## src/rtl/core/sd_spi_init_sequencer_macros.svh

```systemverilog
// assertion macros shared by the sd spi init sequencer rtl
// no dependencies; pulled in by the top level only
`ifndef SD_SPI_INIT_SEQUENCER_MACROS_SVH
`define SD_SPI_INIT_SEQUENCER_MACROS_SVH

// same-cycle implication, checked while reset is low
`define SDSPI_ASSERT_NOW(label, clk, rst, ante, cons, msg) \
   label: assert property (@(posedge clk) disable iff (rst) (ante) |-> (cons)) \
      else $error(msg);

// next-cycle implication, checked while reset is low
`define SDSPI_ASSERT_NEXT(label, clk, rst, ante, cons, msg) \
   label: assert property (@(posedge clk) disable iff (rst) (ante) |=> (cons)) \
      else $error(msg);

`endif

```

## src/rtl/core/sdspi_pkg.sv

```systemverilog
// types and constants of the sd spi init sequencer
// no dependencies; used by every module of the block
package sdspi_pkg;

   // input transaction modes
   localparam logic [1:0] MODE_START = 2'd0;
   localparam logic [1:0] MODE_RESP  = 2'd1;
   localparam logic [1:0] MODE_TICK  = 2'd2;

   // csr indexes
   localparam logic [1:0] CSR_TIMEOUT_TICKS = 2'd0;
   localparam logic [1:0] CSR_IF_COND_ARG   = 2'd1;
   localparam logic [1:0] CSR_OP_COND_ARG   = 2'd2;

   // csr reset values
   localparam logic [19:0] TIMEOUT_TICKS_RST = 20'd1000;
   localparam logic [11:0] IF_COND_ARG_RST   = 12'h1AA;
   localparam logic [31:0] OP_COND_ARG_RST   = 32'h4000_0000;

   // command indexes
   localparam logic [7:0] CMD_GO_IDLE   = 8'd0;
   localparam logic [7:0] CMD_IF_COND   = 8'd8;
   localparam logic [7:0] CMD_READ_OCR  = 8'd58;
   localparam logic [7:0] CMD_APP_CMD   = 8'd55;
   localparam logic [7:0] CMD_OP_COND   = 8'd41;
   localparam logic [7:0] CMD_START_BIT = 8'h40;

   // frame crc bytes
   localparam logic [7:0] CRC_CMD0    = 8'h95;
   localparam logic [7:0] CRC_CMD8    = 8'h87;
   localparam logic [7:0] CRC_DEFAULT = 8'h01;
   localparam logic [7:0] CRC_STOP    = 8'h01;

   // card kinds
   localparam logic [1:0] KIND_V1     = 2'd0;
   localparam logic [1:0] KIND_V2_SC  = 2'd1;
   localparam logic [1:0] KIND_V2_HC  = 2'd2;
   localparam logic [1:0] KIND_FAILED = 2'd3;

   // failure causes
   localparam logic [2:0] CAUSE_NONE     = 3'd0;
   localparam logic [2:0] CAUSE_POWER_ON = 3'd1;
   localparam logic [2:0] CAUSE_ECHO     = 3'd2;
   localparam logic [2:0] CAUSE_VOLTAGE  = 3'd3;
   localparam logic [2:0] CAUSE_NOT_SD   = 3'd4;
   localparam logic [2:0] CAUSE_OCR      = 3'd5;
   localparam logic [2:0] CAUSE_OP_COND  = 3'd6;
   localparam logic [2:0] CAUSE_TIMEOUT  = 3'd7;

   localparam logic [19:0] TICK_MAX = 20'hF_FFFF;

   typedef struct packed {
      logic [1:0]  mode;
      logic [7:0]  r1;
      logic [31:0] tail;
   } req_item_type;

   typedef struct packed {
      logic        issue_command;
      logic [7:0]  cmd_byte;
      logic [31:0] argument;
      logic [7:0]  crc_byte;
      logic        done_res;
      logic [1:0]  card_kind;
      logic [2:0]  fail_cause;
   } rsp_item_type;

   typedef struct packed {
      logic [19:0] timeout_ticks;
      logic [11:0] if_cond_arg;
      logic [31:0] op_cond_arg;
   } cfg_type;

   // command frame result
   function automatic rsp_item_type cmd_frame(input logic [7:0] idx,
                                              input logic [31:0] arg,
                                              input logic [7:0] crc);
      rsp_item_type r;
      r               = '0;
      r.issue_command = 1'b1;
      r.cmd_byte      = idx | CMD_START_BIT;
      r.argument      = arg;
      r.crc_byte      = crc | CRC_STOP;
      return r;
   endfunction

   // end-of-sequence result
   function automatic rsp_item_type done_frame(input logic [1:0] kind,
                                               input logic [2:0] cause);
      rsp_item_type r;
      r            = '0;
      r.done_res   = 1'b1;
      r.card_kind  = kind;
      r.fail_cause = cause;
      return r;
   endfunction

endpackage

```

## src/rtl/core/sdspi_csr.sv

```systemverilog
// configuration registers of the sd spi init sequencer
// depends on sdspi_pkg
module sdspi_csr (
   input  logic                 clock,
   input  logic                 reset,
   input  logic                 csr_wr_en,
   input  logic [1:0]           csr_index,
   input  logic [31:0]          csr_wdata,
   output sdspi_pkg::cfg_type   cfg
);
   import sdspi_pkg::*;

   cfg_type cfg_ff;

   // register write, unknown indexes are dropped
   always_ff @(posedge clock) begin
      if (reset) begin
         cfg_ff.timeout_ticks <= TIMEOUT_TICKS_RST;
         cfg_ff.if_cond_arg   <= IF_COND_ARG_RST;
         cfg_ff.op_cond_arg   <= OP_COND_ARG_RST;
      end else if (csr_wr_en) begin
         unique case (csr_index)
            CSR_TIMEOUT_TICKS: cfg_ff.timeout_ticks <= csr_wdata[19:0];
            CSR_IF_COND_ARG:   cfg_ff.if_cond_arg   <= csr_wdata[11:0];
            CSR_OP_COND_ARG:   cfg_ff.op_cond_arg   <= csr_wdata;
            default: begin
            end
         endcase
      end
   end

   assign cfg = cfg_ff;

endmodule

```

## src/rtl/core/sdspi_fsm.sv

```systemverilog
// sequencing state and per-transaction decision logic
// depends on sdspi_pkg
module sdspi_fsm (
   input  logic                     clock,
   input  logic                     reset,
   input  logic                     fire,
   input  sdspi_pkg::req_item_type  item,
   input  sdspi_pkg::cfg_type       cfg,
   output logic                     has_result,
   output sdspi_pkg::rsp_item_type  result
);
   import sdspi_pkg::*;

   localparam logic [2:0] PH_IDLE   = 3'd0;
   localparam logic [2:0] PH_CMD0   = 3'd1;
   localparam logic [2:0] PH_CMD8   = 3'd2;
   localparam logic [2:0] PH_OCR1   = 3'd3;
   localparam logic [2:0] PH_CMD55  = 3'd4;
   localparam logic [2:0] PH_ACMD41 = 3'd5;
   localparam logic [2:0] PH_OCR2   = 3'd6;
   localparam logic [2:0] PH_DONE   = 3'd7;

   logic [2:0]  phase_ff, phase_in;
   logic        version_two_ff, version_two_in;
   logic        first_op_ff, first_op_in;
   logic [19:0] tick_count_ff, tick_count_in;
   logic        timeout_ff, timeout_in;

   logic        illegal, idle, r1_error;
   logic [19:0] tick_inc;

   assign illegal  = item.r1[2];
   assign idle     = item.r1[0];
   assign r1_error = |item.r1[7:1];
   assign tick_inc = (tick_count_ff < TICK_MAX) ? tick_count_ff + 20'd1 : tick_count_ff;

   // next state and result
   always_comb begin
      phase_in       = phase_ff;
      version_two_in = version_two_ff;
      first_op_in    = first_op_ff;
      tick_count_in  = tick_count_ff;
      timeout_in     = timeout_ff;
      has_result     = 1'b0;
      result         = '0;
      unique case (item.mode)
         MODE_START: begin
            version_two_in = 1'b1;
            first_op_in    = 1'b1;
            tick_count_in  = '0;
            timeout_in     = 1'b0;
            phase_in       = PH_CMD0;
            has_result     = 1'b1;
            result         = cmd_frame(CMD_GO_IDLE, '0, CRC_CMD0);
         end
         MODE_TICK: begin
            if (phase_ff inside {PH_CMD55, PH_ACMD41}) begin
               tick_count_in = tick_inc;
               if (tick_inc >= cfg.timeout_ticks) begin
                  timeout_in = 1'b1;
               end
            end
         end
         MODE_RESP: begin
            unique case (phase_ff) inside
               PH_CMD0: begin
                  has_result = 1'b1;
                  if (r1_error) begin
                     phase_in = PH_DONE;
                     result   = done_frame(KIND_FAILED, CAUSE_POWER_ON);
                  end else begin
                     phase_in = PH_CMD8;
                     result   = cmd_frame(CMD_IF_COND, {20'd0, cfg.if_cond_arg}, CRC_CMD8);
                  end
               end
               PH_CMD8: begin
                  has_result = 1'b1;
                  if (!illegal && item.tail[7:0] != cfg.if_cond_arg[7:0]) begin
                     phase_in = PH_DONE;
                     result   = done_frame(KIND_FAILED, CAUSE_ECHO);
                  end else if (!illegal && item.tail[11:8] != cfg.if_cond_arg[11:8]) begin
                     phase_in = PH_DONE;
                     result   = done_frame(KIND_FAILED, CAUSE_VOLTAGE);
                  end else begin
                     if (illegal) begin
                        version_two_in = 1'b0;
                     end
                     phase_in = PH_OCR1;
                     result   = cmd_frame(CMD_READ_OCR, '0, CRC_DEFAULT);
                  end
               end
               PH_OCR1: begin
                  has_result = 1'b1;
                  if (illegal) begin
                     phase_in = PH_DONE;
                     result   = done_frame(KIND_FAILED, CAUSE_NOT_SD);
                  end else if (r1_error) begin
                     phase_in = PH_DONE;
                     result   = done_frame(KIND_FAILED, CAUSE_OCR);
                  end else begin
                     tick_count_in = '0;
                     timeout_in    = 1'b0;
                     first_op_in   = 1'b1;
                     phase_in      = PH_CMD55;
                     result        = cmd_frame(CMD_APP_CMD, '0, CRC_DEFAULT);
                  end
               end
               PH_CMD55: begin
                  has_result = 1'b1;
                  if (r1_error) begin
                     phase_in = PH_DONE;
                     result   = done_frame(KIND_FAILED,
                                           (first_op_ff && illegal) ? CAUSE_NOT_SD
                                                                    : CAUSE_OP_COND);
                  end else begin
                     phase_in = PH_ACMD41;
                     result   = cmd_frame(CMD_OP_COND, cfg.op_cond_arg, CRC_DEFAULT);
                  end
               end
               PH_ACMD41: begin
                  has_result = 1'b1;
                  if (first_op_ff && illegal) begin
                     phase_in = PH_DONE;
                     result   = done_frame(KIND_FAILED, CAUSE_NOT_SD);
                  end else if (r1_error) begin
                     phase_in = PH_DONE;
                     result   = done_frame(KIND_FAILED, CAUSE_OP_COND);
                  end else if (!idle) begin
                     phase_in = PH_OCR2;
                     result   = cmd_frame(CMD_READ_OCR, '0, CRC_DEFAULT);
                  end else begin
                     first_op_in = 1'b0;
                     if (timeout_ff) begin
                        phase_in = PH_DONE;
                        result   = done_frame(KIND_FAILED, CAUSE_TIMEOUT);
                     end else begin
                        phase_in = PH_CMD55;
                        result   = cmd_frame(CMD_APP_CMD, '0, CRC_DEFAULT);
                     end
                  end
               end
               PH_OCR2: begin
                  has_result = 1'b1;
                  phase_in   = PH_DONE;
                  if (|item.r1) begin
                     result = done_frame(KIND_FAILED, CAUSE_OCR);
                  end else if (!version_two_ff) begin
                     result = done_frame(KIND_V1, CAUSE_NONE);
                  end else begin
                     result = done_frame(item.tail[30] ? KIND_V2_HC : KIND_V2_SC, CAUSE_NONE);
                  end
               end
               PH_IDLE, PH_DONE: begin
               end
               default: begin
               end
            endcase
         end
         default: begin
         end
      endcase
   end

   // state registers, updated once per processed transaction
   always_ff @(posedge clock) begin
      if (reset) begin
         phase_ff       <= PH_IDLE;
         version_two_ff <= 1'b1;
         first_op_ff    <= 1'b1;
         tick_count_ff  <= '0;
         timeout_ff     <= 1'b0;
      end else if (fire) begin
         phase_ff       <= phase_in;
         version_two_ff <= version_two_in;
         first_op_ff    <= first_op_in;
         tick_count_ff  <= tick_count_in;
         timeout_ff     <= timeout_in;
      end
   end

endmodule

```

## src/rtl/core/sd_spi_init_sequencer.sv

```systemverilog
// SD card SPI-mode start-up sequencer. A start transaction (mode 0) issues CMD0; each
// response transaction (mode 1) with R1 and the trailing bytes selects the next command
// (CMD8, CMD58, the CMD55/ACMD41 loop, a final CMD58) or ends the sequence with card kind
// or failure cause; tick transactions (mode 2) advance the ACMD41 timeout. Each request
// lands in an input register and is decided straight into the result register once the
// result slot is free or draining; a new transaction can be accepted as the last one is
// decided, so one transaction per cycle is sustained while rsp_ready stays high. Requests
// that yield no result still pass through the same single decision stage in order.
// depends on sdspi_pkg, sdspi_csr, sdspi_fsm and sd_spi_init_sequencer_macros.svh
`include "sd_spi_init_sequencer_macros.svh"

module sd_spi_init_sequencer (
   input  logic        clock,
   input  logic        reset,
   // request channel
   input  logic        req_valid,
   output logic        req_ready,
   input  logic [1:0]  req_mode,
   input  logic [7:0]  req_r1,
   input  logic [31:0] req_tail,
   // response channel
   output logic        rsp_valid,
   input  logic        rsp_ready,
   output logic        rsp_issue_command,
   output logic [7:0]  rsp_cmd_byte,
   output logic [31:0] rsp_argument,
   output logic [7:0]  rsp_crc_byte,
   output logic        rsp_done_res,
   output logic [1:0]  rsp_card_kind,
   output logic [2:0]  rsp_fail_cause,
   // csr write port
   input  logic        csr_wr_en,
   input  logic [1:0]  csr_index,
   input  logic [31:0] csr_wdata
);
   import sdspi_pkg::*;

   cfg_type      cfg;
   req_item_type item_ff;
   logic         item_valid_ff;
   rsp_item_type rsp_ff;
   rsp_item_type result;
   logic         rsp_valid_ff;
   logic         has_result;
   logic         advance;

   sdspi_csr u_csr (
      .clock     (clock),
      .reset     (reset),
      .csr_wr_en (csr_wr_en),
      .csr_index (csr_index),
      .csr_wdata (csr_wdata),
      .cfg       (cfg)
   );

   sdspi_fsm u_fsm (
      .clock      (clock),
      .reset      (reset),
      .fire       (advance),
      .item       (item_ff),
      .cfg        (cfg),
      .has_result (has_result),
      .result     (result)
   );

   // decide when the result slot is free or draining this cycle
   assign advance   = item_valid_ff && (!rsp_valid_ff || rsp_ready);
   assign req_ready = !item_valid_ff || advance;

   // input register
   always_ff @(posedge clock) begin
      if (reset) begin
         item_valid_ff <= 1'b0;
      end else if (req_valid && req_ready) begin
         item_valid_ff <= 1'b1;
      end else if (advance) begin
         item_valid_ff <= 1'b0;
      end
   end

   always_ff @(posedge clock) begin
      if (req_valid && req_ready) begin
         item_ff.mode <= req_mode;
         item_ff.r1   <= req_r1;
         item_ff.tail <= req_tail;
      end
   end

   // result register
   always_ff @(posedge clock) begin
      if (reset) begin
         rsp_valid_ff <= 1'b0;
      end else if (advance && has_result) begin
         rsp_valid_ff <= 1'b1;
      end else if (rsp_ready) begin
         rsp_valid_ff <= 1'b0;
      end
   end

   always_ff @(posedge clock) begin
      if (advance && has_result) begin
         rsp_ff <= result;
      end
   end

   assign rsp_valid         = rsp_valid_ff;
   assign rsp_issue_command = rsp_ff.issue_command;
   assign rsp_cmd_byte      = rsp_ff.cmd_byte;
   assign rsp_argument      = rsp_ff.argument;
   assign rsp_crc_byte      = rsp_ff.crc_byte;
   assign rsp_done_res      = rsp_ff.done_res;
   assign rsp_card_kind     = rsp_ff.card_kind;
   assign rsp_fail_cause    = rsp_ff.fail_cause;

   // checks
   `SDSPI_ASSERT_NOW(a_rsp_kind_exclusive, clock, reset, rsp_valid,
      rsp_issue_command != rsp_done_res, "result is neither command nor end")
   `SDSPI_ASSERT_NOW(a_cmd_no_status, clock, reset, rsp_valid && rsp_issue_command,
      rsp_card_kind == KIND_V1 && rsp_fail_cause == CAUSE_NONE, "command carries status")
   `SDSPI_ASSERT_NEXT(a_item_held, clock, reset, item_valid_ff && !advance,
      item_valid_ff && $stable(item_ff), "pending transaction lost")

endmodule
```

## config.mk

```make
export PLATFORM = sky130hd
export DESIGN_NAME = sd_spi_init_sequencer
export DESIGN_NICKNAME = d
export VERILOG_FILES = /design/src/rtl/core/sdspi_pkg.sv /design/src/rtl/core/sdspi_csr.sv /design/src/rtl/core/sdspi_fsm.sv /design/src/rtl/core/sd_spi_init_sequencer.sv
export VERILOG_INCLUDE_DIRS = /design/src /design/src/rtl/core
export SDC_FILE = /design/constraint.sdc
export NUM_CORES = 1
export LEC_CHECK = 0
export ABC_AREA = 1
export BUFFER_PORTS_ARGS = -buffer_cell sky130_fd_sc_hd__buf_2
export CORE_MARGIN = 5
export CORE_UTILIZATION = 56
export DETAILED_ROUTE_END_ITERATION = 8
export PLACE_DENSITY = 0.8
export SYNTH_ARGS = -nofsm -noshare
export SYNTH_HDL_FRONTEND = slang
export SYNTH_SLANG_ARGS = --single-unit
```

## constraint.sdc

```tcl
create_clock -name clock -period 3.3 [get_ports clock]
set_input_delay 0.33 -clock clock [delete_from_list [all_inputs] [get_ports clock]]
set_output_delay 0.33 -clock clock [all_outputs]
set_load 0.02 [all_outputs]
```

==> impl_metrics.toml, run 1 <==
[die]
core-area_um2 = 13200
dieWidth_um = 126
rows = 42
die_h_um = 126
design.die.area_um2 = 15800
initial_utilization_pct = 56.7
ios = 138

[logic_synthesis]
synth_cells = 883
ys_types = 39
synth_top_area_share_pct = 28.1
ys_warn_count = 0
synth-seq-cells = 162
yosys-top-cells-area = "edfxtp_1, dfxtp_1, nand2_1"
synthesis.area_um2 = 7480
yosysTopAreaCell = "edfxtp_1"
async_flop_share_pct = 0
avgSynthCellArea_um2 = 8.47
synth_edf_count = 70
ys.flop_type = "dfxtp_1"
synth-seq-area-share_pct = 52.7

[min_path]
min-delay-start = "req_tail[30]"
min_path_type = "input pin to flop"

[sta]
max_freq_ghz = 0.354
relSlewSlack_pct = 30.7
fin_crit_ps = 2830
setup_ws_ps = 473
finalSetupTns_ps = 0
rsz0062_at_grt = "false"
setup_viol = 0
maxSlewViolCount = 0
whs_ps = 68.6
worst_pin_slew_ps = 1040
final-hold-violation-count = 0
fin_crit_sh_pct = 85.7
clock_skew_ps = 9.66

[placed_design]
port_buffers = 114
preCtsSetupSlack_ps = 524
gp_congestion = 0.947
dpl_cell_area_um2 = 8120
hpwlAfterDp_um = 12300

[drt]
ant_nets = 0
remaining_drc_errors = 0
drt_iter0_drc = 591
detail_route.wl_per_cell_um = 14.6
dr.pass1.iters = 5
vias = 6177
via_per_inst = 5.25
totalWireLength_um = 17200

[setup_path]
startpoint = "u_fsm.tick_count_ff[0]"
r2r-end = "u_fsm.timeout_ff"
critPathRequiredTime_ps = 3600
rr_worst_depth = 18
path_max_fanout = 10
reg2reg_slack_ps = 470
r2r-start = "u_fsm.tick_count_ff[0]"
cp-end-kind = "flop"
endpoint = "u_fsm.timeout_ff"
critPathKind = "flop to flop"
start_kind = "flop"
arrival_ps = 3120

[clock_tree]
clock-root-buffer = "clkbuf_16"
cts_setup_buffers = 0
clock-sinks = 162
h-tree-depth = 4
cts_resized = 0
worstSkewPairLatency_ps = 430
clk_pin_slew_worst_paths_ps = 70
cts_made_buffers = 17
hold_buffers = 0
cts_max_path_buffers = 2
cts_tree = "yes"

[grt]
grt_max_degree = 65
grt_usage_pct = 22.2
met2_usage_pct = 36.8
use_met1_pct = 29.1
antenna_found_initial = 0
grt_pass1_vias = 5684
overflow = 0
grt_busiest_layer = "met2"
grt_use_met3_pct = 4.05
grt_pass1_wl_um = 28200

[pwr]
peakVddDrop_uv = 472
p_per_area_nw_per_um2 = 516
leakage_nw = 3.71

[final_layout]
layout-area-overhead-vs-synth_pct = 16.9
drive_gt1_share_pct = 17.9
nets = 1089
fillers = 1084
antenna_cells = 0
fin_area_um2 = 8750

[outcome]
status = "completed"

[flow_run]
maxCapViolations = 0
## kinds of logic after synthesis
| family | synth area share (%) |
|---|---|
| and+or+nand+nor | 21.1 |
| AOI/OAI and AO/OA | 11.8 |
| DFF | 52.7 |
| buffers and inverters | 8.38 |
| xor gates and xnor gates | 2.46 |
| adders and majority gates | 3.51 |
| other | 0.0501 |
## sequential cells by signal (all words and copies together) (netlist names), 2 cells and up
register / cells
u_csr.cfg: 64
u_fsm.tick_count_ff: 20
u_fsm.phase_ff: 3
rsp_cmd_byte: 5
rsp_argument: 32
rsp_fail_cause: 3
rsp_card_kind: 2
rsp_crc_byte: 4
item_ff: 23
## cell usage in the layout, fill, tap and decap left out, types with 8 or more instances in the layout
| cell type | instances |
|---|---|
| a21oi_1 | 80 |
| buf_2 | 114 |
| clkbuf_16 | 17 |
| dfxtp_1 | 92 |
| edfxtp_1 | 70 |
| ha_1 | 21 |
| inv_1 | 104 |
| nand2_1 | 193 |
| nand3_1 | 35 |
| nand4_1 | 14 |
| nor2_1 | 91 |
| nor2_2 | 8 |
| o211ai_1 | 11 |
| o21ai_0 | 66 |
| xnor2_1 | 8 |
| xor2_1 | 13 |
## critical path, stage by stage, from the launching register on
cell and delay, ps:
dfxtp_1 520, ha_1 300, nand2_2 120, nor3_4 280
nand3_1 130, xor2_1 150, nand2_1 110, ha_1 310
nand2_1 50, nor2_1 140, nand2_1 90, nor2_1 90
nand2_1 50, nand2_1 60, nor2_1 40, nand2_1 100
nand2_1 60, nand2_1 50, a21oi_1 50
## final cells by class
class                           count  area (µm²)  share of cell area [%]
Timing Repair Buffer              120         616                    7.04
Tap cell                          176         220                    2.52
Clock buffer                       17         425                    4.86
Multi-Input combinational cell    574        2920                    33.4
Clock inverter                     15         200                    2.29
Sequential cell                   162        3940                    45.1
Inverter                          112         420                    4.81
## synthesized netlist by cell type (8+ instances only)
| cell type | number |
|---|---|
| nand2_1 | 193 |
| inv_1 | 105 |
| dfxtp_1 | 92 |
| nor2_1 | 91 |
| a21oi_1 | 80 |
| edfxtp_1 | 70 |
| o21ai_0 | 66 |
| nand3_1 | 35 |
| clkbuf_1 | 23 |
| ha_1 | 21 |
| nand4_1 | 14 |
| xor2_1 | 13 |
| o211ai_1 | 11 |
| buf_4 | 8 |
| nor2_2 | 8 |
| xnor2_1 | 8 |
## routing by layer
metal  wire length (µm)  part of all wire, %
met5                  0                    0
met1               7430                   43
met3               1040                  6.1
met4                444                  2.6
met2               8260                   48
## where the power goes
| group | leakage, nW | total (mW) | internal, mW | switching (mW) |
|---|---|---|---|---|
| Sequential | 1.39 | 2.19 | 2.16 | 0.0294 |
| Clock | 0.302 | 2.06 | 1.21 | 0.846 |
| Combinational | 2.01 | 0.270 | 0.0906 | 0.179 |
## metrics by stage
step / utilization [%] / std cells / power, mW
2_1_floorplan: - / 886 / 2.40
3_3_place_gp: 61.6 / 1144 / 2.49
3_5_place_dp: 61.6 / 1144 / 2.50
4_1_cts: 66.3 / 1176 / 4.54
5_1_grt: 66.3 / 1176 / 4.68
6_report: 66.3 / 1176 / 4.52
## worst min-delay path by stage
stage | cells after the start | slack, ps | to
after floorplan | 2 | 420 | u_csr.cfg[10]
after global placement | 2 | 440 | u_csr.cfg[7]
after detailed placement | 2 | 440 | u_csr.cfg[4]
after CTS | 1 | 60 | item_ff[30]
after global routing | 1 | 60 | item_ff[40]
final | 1 | 70 | item_ff[30]
(Power assumes the default switching activity.)
==> inputs of run 2 (changes only) <==
--- a/config.mk
+++ b/config.mk
@@ -8,6 +8,7 @@
 export LEC_CHECK = 0
 export ABC_AREA = 1
 export BUFFER_PORTS_ARGS = -buffer_cell sky130_fd_sc_hd__buf_2
+export CORE_ASPECT_RATIO = 1.1
 export CORE_MARGIN = 5
 export CORE_UTILIZATION = 56
 export DETAILED_ROUTE_END_ITERATION = 8
==> impl_metrics.toml, run 2 (synthesis results as in run 1) <==
[sta]
fin_crit_ps = 2870
setup_viol = 0
finalSetupTns_ps = 0
clock_skew_ps = 6.36
rsz0062_at_grt = "false"
max_freq_ghz = 0.349
final-hold-violation-count = 0
maxSlewViolCount = 0
relSlewSlack_pct = 31.3
worst_pin_slew_ps = 1030
fin_crit_sh_pct = 86.9

[min_path]
hold_path_end = "item_ff[30]"
min-delay-start = "req_tail[30]"
min_path_type = "input pin to flop"
hold_path_depth = 1

[grt]
grt_pass1_vias = 5781
antenna_found_initial = 0
grt_pass1_wl_um = 28200
overflow = 0
grt_usage_pct = 22.4
grt_max_degree = 53

[drt]
remaining_drc_errors = 0
ant_nets = 0
drt_iter0_drc = 548
via_per_inst = 5.29
totalWireLength_um = 17200
dr.pass1.iters = 5
detail_route.wl_per_cell_um = 14.8
vias = 6146

[final_layout]
multi_input_area_um2 = 2920
layout-area-overhead-vs-synth_pct = 16.2
mostFrequentLayoutCell = "nand2_1"
drive_gt1_share_pct = 17.7
nets = 1090
final_cells = 1162
largest_reg_flops = 64
antenna_cells = 0
mostFrequentLayoutCells = "nand2_1, buf_2, inv_1"
register_area_um2 = 3940
fillers = 1102

[setup_path]
reg2reg_slack_ps = 430
path_max_fanout = 14
path_cells = "ha_1 > nand2_2 > nor2_2 > nand4_1 > buf_4 > o21ai_0 > ha_1 > nand2_1 > nand2_1 > nand3_1 > nand2_1 > nand2_1 > nand2_1 > nor2_1 > nand2_1 > nand2_1 > nand2_1 > a21oi_1"
critPathRequiredTime_ps = 3650
rr_worst_depth = 18
r2r-start = "u_fsm.tick_count_ff[0]"
cp-end-kind = "flop"
start_kind = "flop"
cpMaxStageDelayCell = "dfxtp_1"
critPathMaxStageDelay_ps = 530
critPathKind = "flop to flop"
crit_path_frequent_cell = "nand2_1"
arrival_ps = 3220
startpoint = "u_fsm.tick_count_ff[0]"
r2r-end = "u_fsm.timeout_ff"

[clock_tree]
hold_buffers = 0
clock-root-buffer = "clkbuf_16"
cts_resized = 0
clk_pin_slew_worst_paths_ps = 60
cts_setup_buffers = 0
h-tree-depth = 4
worstSkewPairLatency_ps = 430
cts_max_path_buffers = 2
cts_tree = "yes"
cts_made_buffers = 17
clock-sinks = 162

[die]
core-area_um2 = 13200
ios = 138
die_h_um = 131
initial_utilization_pct = 56.9
design.die.area_um2 = 15800
dieWidth_um = 120
rows = 44

[pwr]
leakage_nw = 3.68
peakVddDrop_uv = 260
p_per_area_nw_per_um2 = 501

[placed_design]
port_buffers = 114
gp_congestion = 0.923
dp.cells = 1130
hpwlAfterDp_um = 12400

[flow_run]
maxCapViolations = 0

[outcome]
status = "completed"
==> run 2: metal layers <==
layer  part of all wire [%]  GRT usage [%]  vias to the layer above
li1                       -              -                     3096
met1                     43           29.1                     2825
met2                     48           36.5                      194
met3                    6.1           4.56                       31
met4                    2.6           9.48                        0
met5                      0              0                        -
==> run 2: worst max-delay path by stage <==
stage | cells past startpoint | end | slack [ps]
floorplan | 8 | rsp_argument[0] | 970
global placement | 18 | u_fsm.timeout_ff | 510
detailed placement | 18 | u_fsm.timeout_ff | 450
CTS | 18 | u_fsm.timeout_ff | 430
global route | 18 | u_fsm.timeout_ff | 140
finish | 18 | u_fsm.timeout_ff | 430
==> run 2: final cells by class <==
cell class                 instances  share of cell area (%)
sequential                       162                    45.4
multi-input combinational        574                    33.6
timing repair buffer             121                    7.31
clock buffer                      19                    4.98
inverter                         112                    4.84
tap                              161                    2.32
clock inverter                    13                    1.55
==> run 2: critical path, delay by kind of cell (launching register included) <==
kind	cells	cell delay, ps
AND/OR/NAND/NOR	13	1170
AO/OA/AOI/OAI	2	240
adder cells (fa/ha/maj)	2	590
buffers and inverters	1	250
flip-flops	1	530
==> run 2: stage by stage <==
| stage | hold WS [ps] | power [mW] | cell area (µm²) | setup WS [ps] | utilization (%) |
|---|---|---|---|---|---|
| after floorplan | 425 | 2.40 | 7490 | 969 | - |
| after global routing | 57.5 | 4.51 | 8690 | 141 | 66.1 |
| after detailed placement | 438 | 2.50 | 8120 | 453 | 61.7 |
| after CTS | 56.4 | 4.38 | 8690 | 426 | 66.1 |
| after global placement | 433 | 2.49 | 8120 | 511 | 61.7 |
| final | 72.3 | 4.35 | 8690 | 433 | 66.1 |
==> run 2: report_power, final <==
group | leakage (nW) | internal, mW | total [mW] | switching [mW]
Sequential | 1.39 | 2.16 | 2.19 | 0.0307
Combinational | 2.02 | 0.0923 | 0.271 | 0.179
Clock | 0.267 | 1.11 | 1.89 | 0.783
==> inputs of run 3 (changes only) <==
--- a/config.mk
+++ b/config.mk
@@ -10,9 +10,9 @@
 export BUFFER_PORTS_ARGS = -buffer_cell sky130_fd_sc_hd__buf_2
 export CORE_ASPECT_RATIO = 1.1
 export CORE_MARGIN = 5
-export CORE_UTILIZATION = 56
+export CORE_UTILIZATION = 50
 export DETAILED_ROUTE_END_ITERATION = 8
-export PLACE_DENSITY = 0.8
+export PLACE_DENSITY = 0.76
 export SYNTH_ARGS = -nofsm -noshare
 export SYNTH_HDL_FRONTEND = slang
 export SYNTH_SLANG_ARGS = --single-unit
==> constraint.sdc (replaced) <==
create_clock -name clock -period 2.4 [get_ports clock]
set_input_delay 0.24 -clock clock [delete_from_list [all_inputs] [get_ports clock]]
set_output_delay 0.24 -clock clock [all_outputs]
set_load 0.02 [all_outputs]
==> impl_metrics.toml, run 3 (synthesis results as in run 1) <==
[outcome]
status = "finished with violations"
violations = "setup timing"

[drt]
via_per_inst = 5.16
dr.pass1.iters = 5
detail_route.wl_per_cell_um = 15.0
totalWireLength_um = 18800
vias = 6455
drt_iter0_drc = 430
ant_nets = 0
remaining_drc_errors = 0

[setup_path]
critPathMaxStageDelay_ps = 340
arrival_ps = 2740
cpMaxStageDelayCell = "dfxtp_2"
start_kind = "flop"
cp-end-kind = "flop"
path_cells = "buf_4 > nand2_1 > buf_4 > nor2_4 > nand4_1 > buf_6 > nand2_1 > nand2_1 > ha_1 > inv_1 > nand2_1 > nand2_1 > nand2_1 > nand2_1 > nand2_1 > nand2_1 > nand2_2 > nand2_1 > nand2_1 > nand2_1 > nand2_2 > a21oi_2"
critPathRequiredTime_ps = 2700
critPathKind = "flop to flop"
crit_path_frequent_cell = "nand2_1"
path_max_fanout = 7

[clock_tree]
cts_tree = "yes"
cts_max_path_buffers = 2
clk_pin_slew_worst_paths_ps = 60
worstSkewPairLatency_ps = 430
clock-sinks = 162
cts_made_buffers = 17
h-tree-depth = 4
clock-root-buffer = "clkbuf_16"

[sta]
clock_skew_ps = 7.42
rsz0062_at_grt = "true"
whs_ps = 44.9
worst_pin_slew_ps = 692
fin_crit_sh_pct = 101
final-hold-violation-count = 0
maxSlewViolCount = 0
setup_ws_ps = -34.2
setup_viol = 1
max_freq_ghz = 0.411
fin_crit_ps = 2430
relSlewSlack_pct = 53.8

[die]
initial_utilization_pct = 50.3
rows = 47
core-area_um2 = 14900
ios = 138
die_h_um = 138
dieWidth_um = 127
design.die.area_um2 = 17500

[placed_design]
hpwlAfterDp_um = 12900
port_buffers = 114
dp.cells = 1190
dpl_cell_area_um2 = 8350
gp_congestion = 0.950

[pwr]
leakage_nw = 4.00
peakVddDrop_uv = 464
p_per_area_nw_per_um2 = 656

[final_layout]
mostFrequentLayoutCells = "nand2_1, buf_2, inv_1"
nets = 1143
final_cells = 1251
layout-area-overhead-vs-synth_pct = 26.5
largest_reg_flops = 64
drive_gt1_share_pct = 25.2
mostFrequentLayoutCell = "nand2_1"
final_util_pct = 63.6
fillers = 1169
fin_area_um2 = 9460

[grt]
grt_usage_pct = 21.0
met2_usage_pct = 35.3
overflow = 0
grt_busiest_layer = "met2"
grt_use_met3_pct = 4.21
grt_max_degree = 66
grt_pass1_vias = 6183
use_met1_pct = 25.5
antenna_found_initial = 1
grt_pass1_wl_um = 29400

[min_path]
min_path_type = "input pin to flop"

[flow_run]
maxCapViolations = 0
run 3: cell types whose count changed in the layout (fill, tap and decap cells not counted), sizes merged:
cell         previous run  this run
buf                   121       150
bufinv                  2         3
clkbuf                 19        18
diode                   0         1
dlygate4sd3             0        23
inv                   113       114
run 3: report_power, final:
| group | internal (mW) | switching (mW) | leakage (nW) |
|---|---|---|---|
| Combinational | 0.158 | 0.259 | 2.31 |
| Clock | 1.64 | 1.14 | 0.288 |
| Sequential | 2.96 | 0.0436 | 1.40 |
run 3: layout make-up:
cell class | instances | area (µm²) | share of cell area (%)
multi-input cells | 574 | 3120 | 33.0
diodes | 1 | 2.50 | 0.0264
flip-flops and latches | 162 | 3970 | 41.9
repair buffers | 174 | 1100 | 11.6
clock inverters | 15 | 181 | 1.92
well taps | 196 | 245 | 2.59
inverters | 112 | 420 | 4.44
clock buffers | 17 | 425 | 4.50
run 3: path summary, 6_finish.rpt:
path	startpoint	endpoint	slack, ps	cells past startpoint
hold / removal	csr_wdata[30]	u_csr.cfg[30]	40	3
setup reg to reg	u_fsm.tick_count_ff[6]	u_fsm.timeout_ff	-30	22
hold reg to reg	u_csr.cfg[10]	u_csr.cfg[10]	450	2
setup / recovery	u_fsm.tick_count_ff[6]	u_fsm.timeout_ff	-30	22
run 3: stage by stage:
stage | power [mW] | setup WS (ps) | TNS [ps]
after floorplan | 3.30 | 69.0 | 0
after global placement | 3.43 | -53.1 | -53.1
final | 6.21 | -34.2 | -34.2
after CTS | 6.23 | 4.37 | 0
after detailed placement | 3.44 | -101 | -101
after global routing | 6.42 | -254 | -254
run 3: layer usage:
layer | up-vias | wire length [µm] | share of wire (%)
li1 | 3201 | - | -
met1 | 3017 | 7610 | 40
met2 | 199 | 9580 | 51
met3 | 38 | 1050 | 5.6
met4 | 0 | 593 | 3.2
met5 | - | 0 | 0
run 3: what timing repair did:
item                                   in CTS  in global routing
setup endpoints to repair                   1                  1
pin swaps                                   3                 23
gates resized for setup                     6                 61
cloned                                      0                  1
endpoints found under the hold margin      22                  1
buffers inserted                            1                  3
hold buffers                               22                  1
run 3: worst max-delay path: cells and delay by family, from the launching register on:
| kind | cells | cell delay, ps |
|---|---|---|
| AND/OR/NAND/NOR | 16 | 1140 |
| buffers and inverters | 4 | 520 |
| flip-flops | 1 | 340 |
| adder cells (fa/ha/maj) | 1 | 270 |
| AO/OA/AOI/OAI | 1 | 40 |
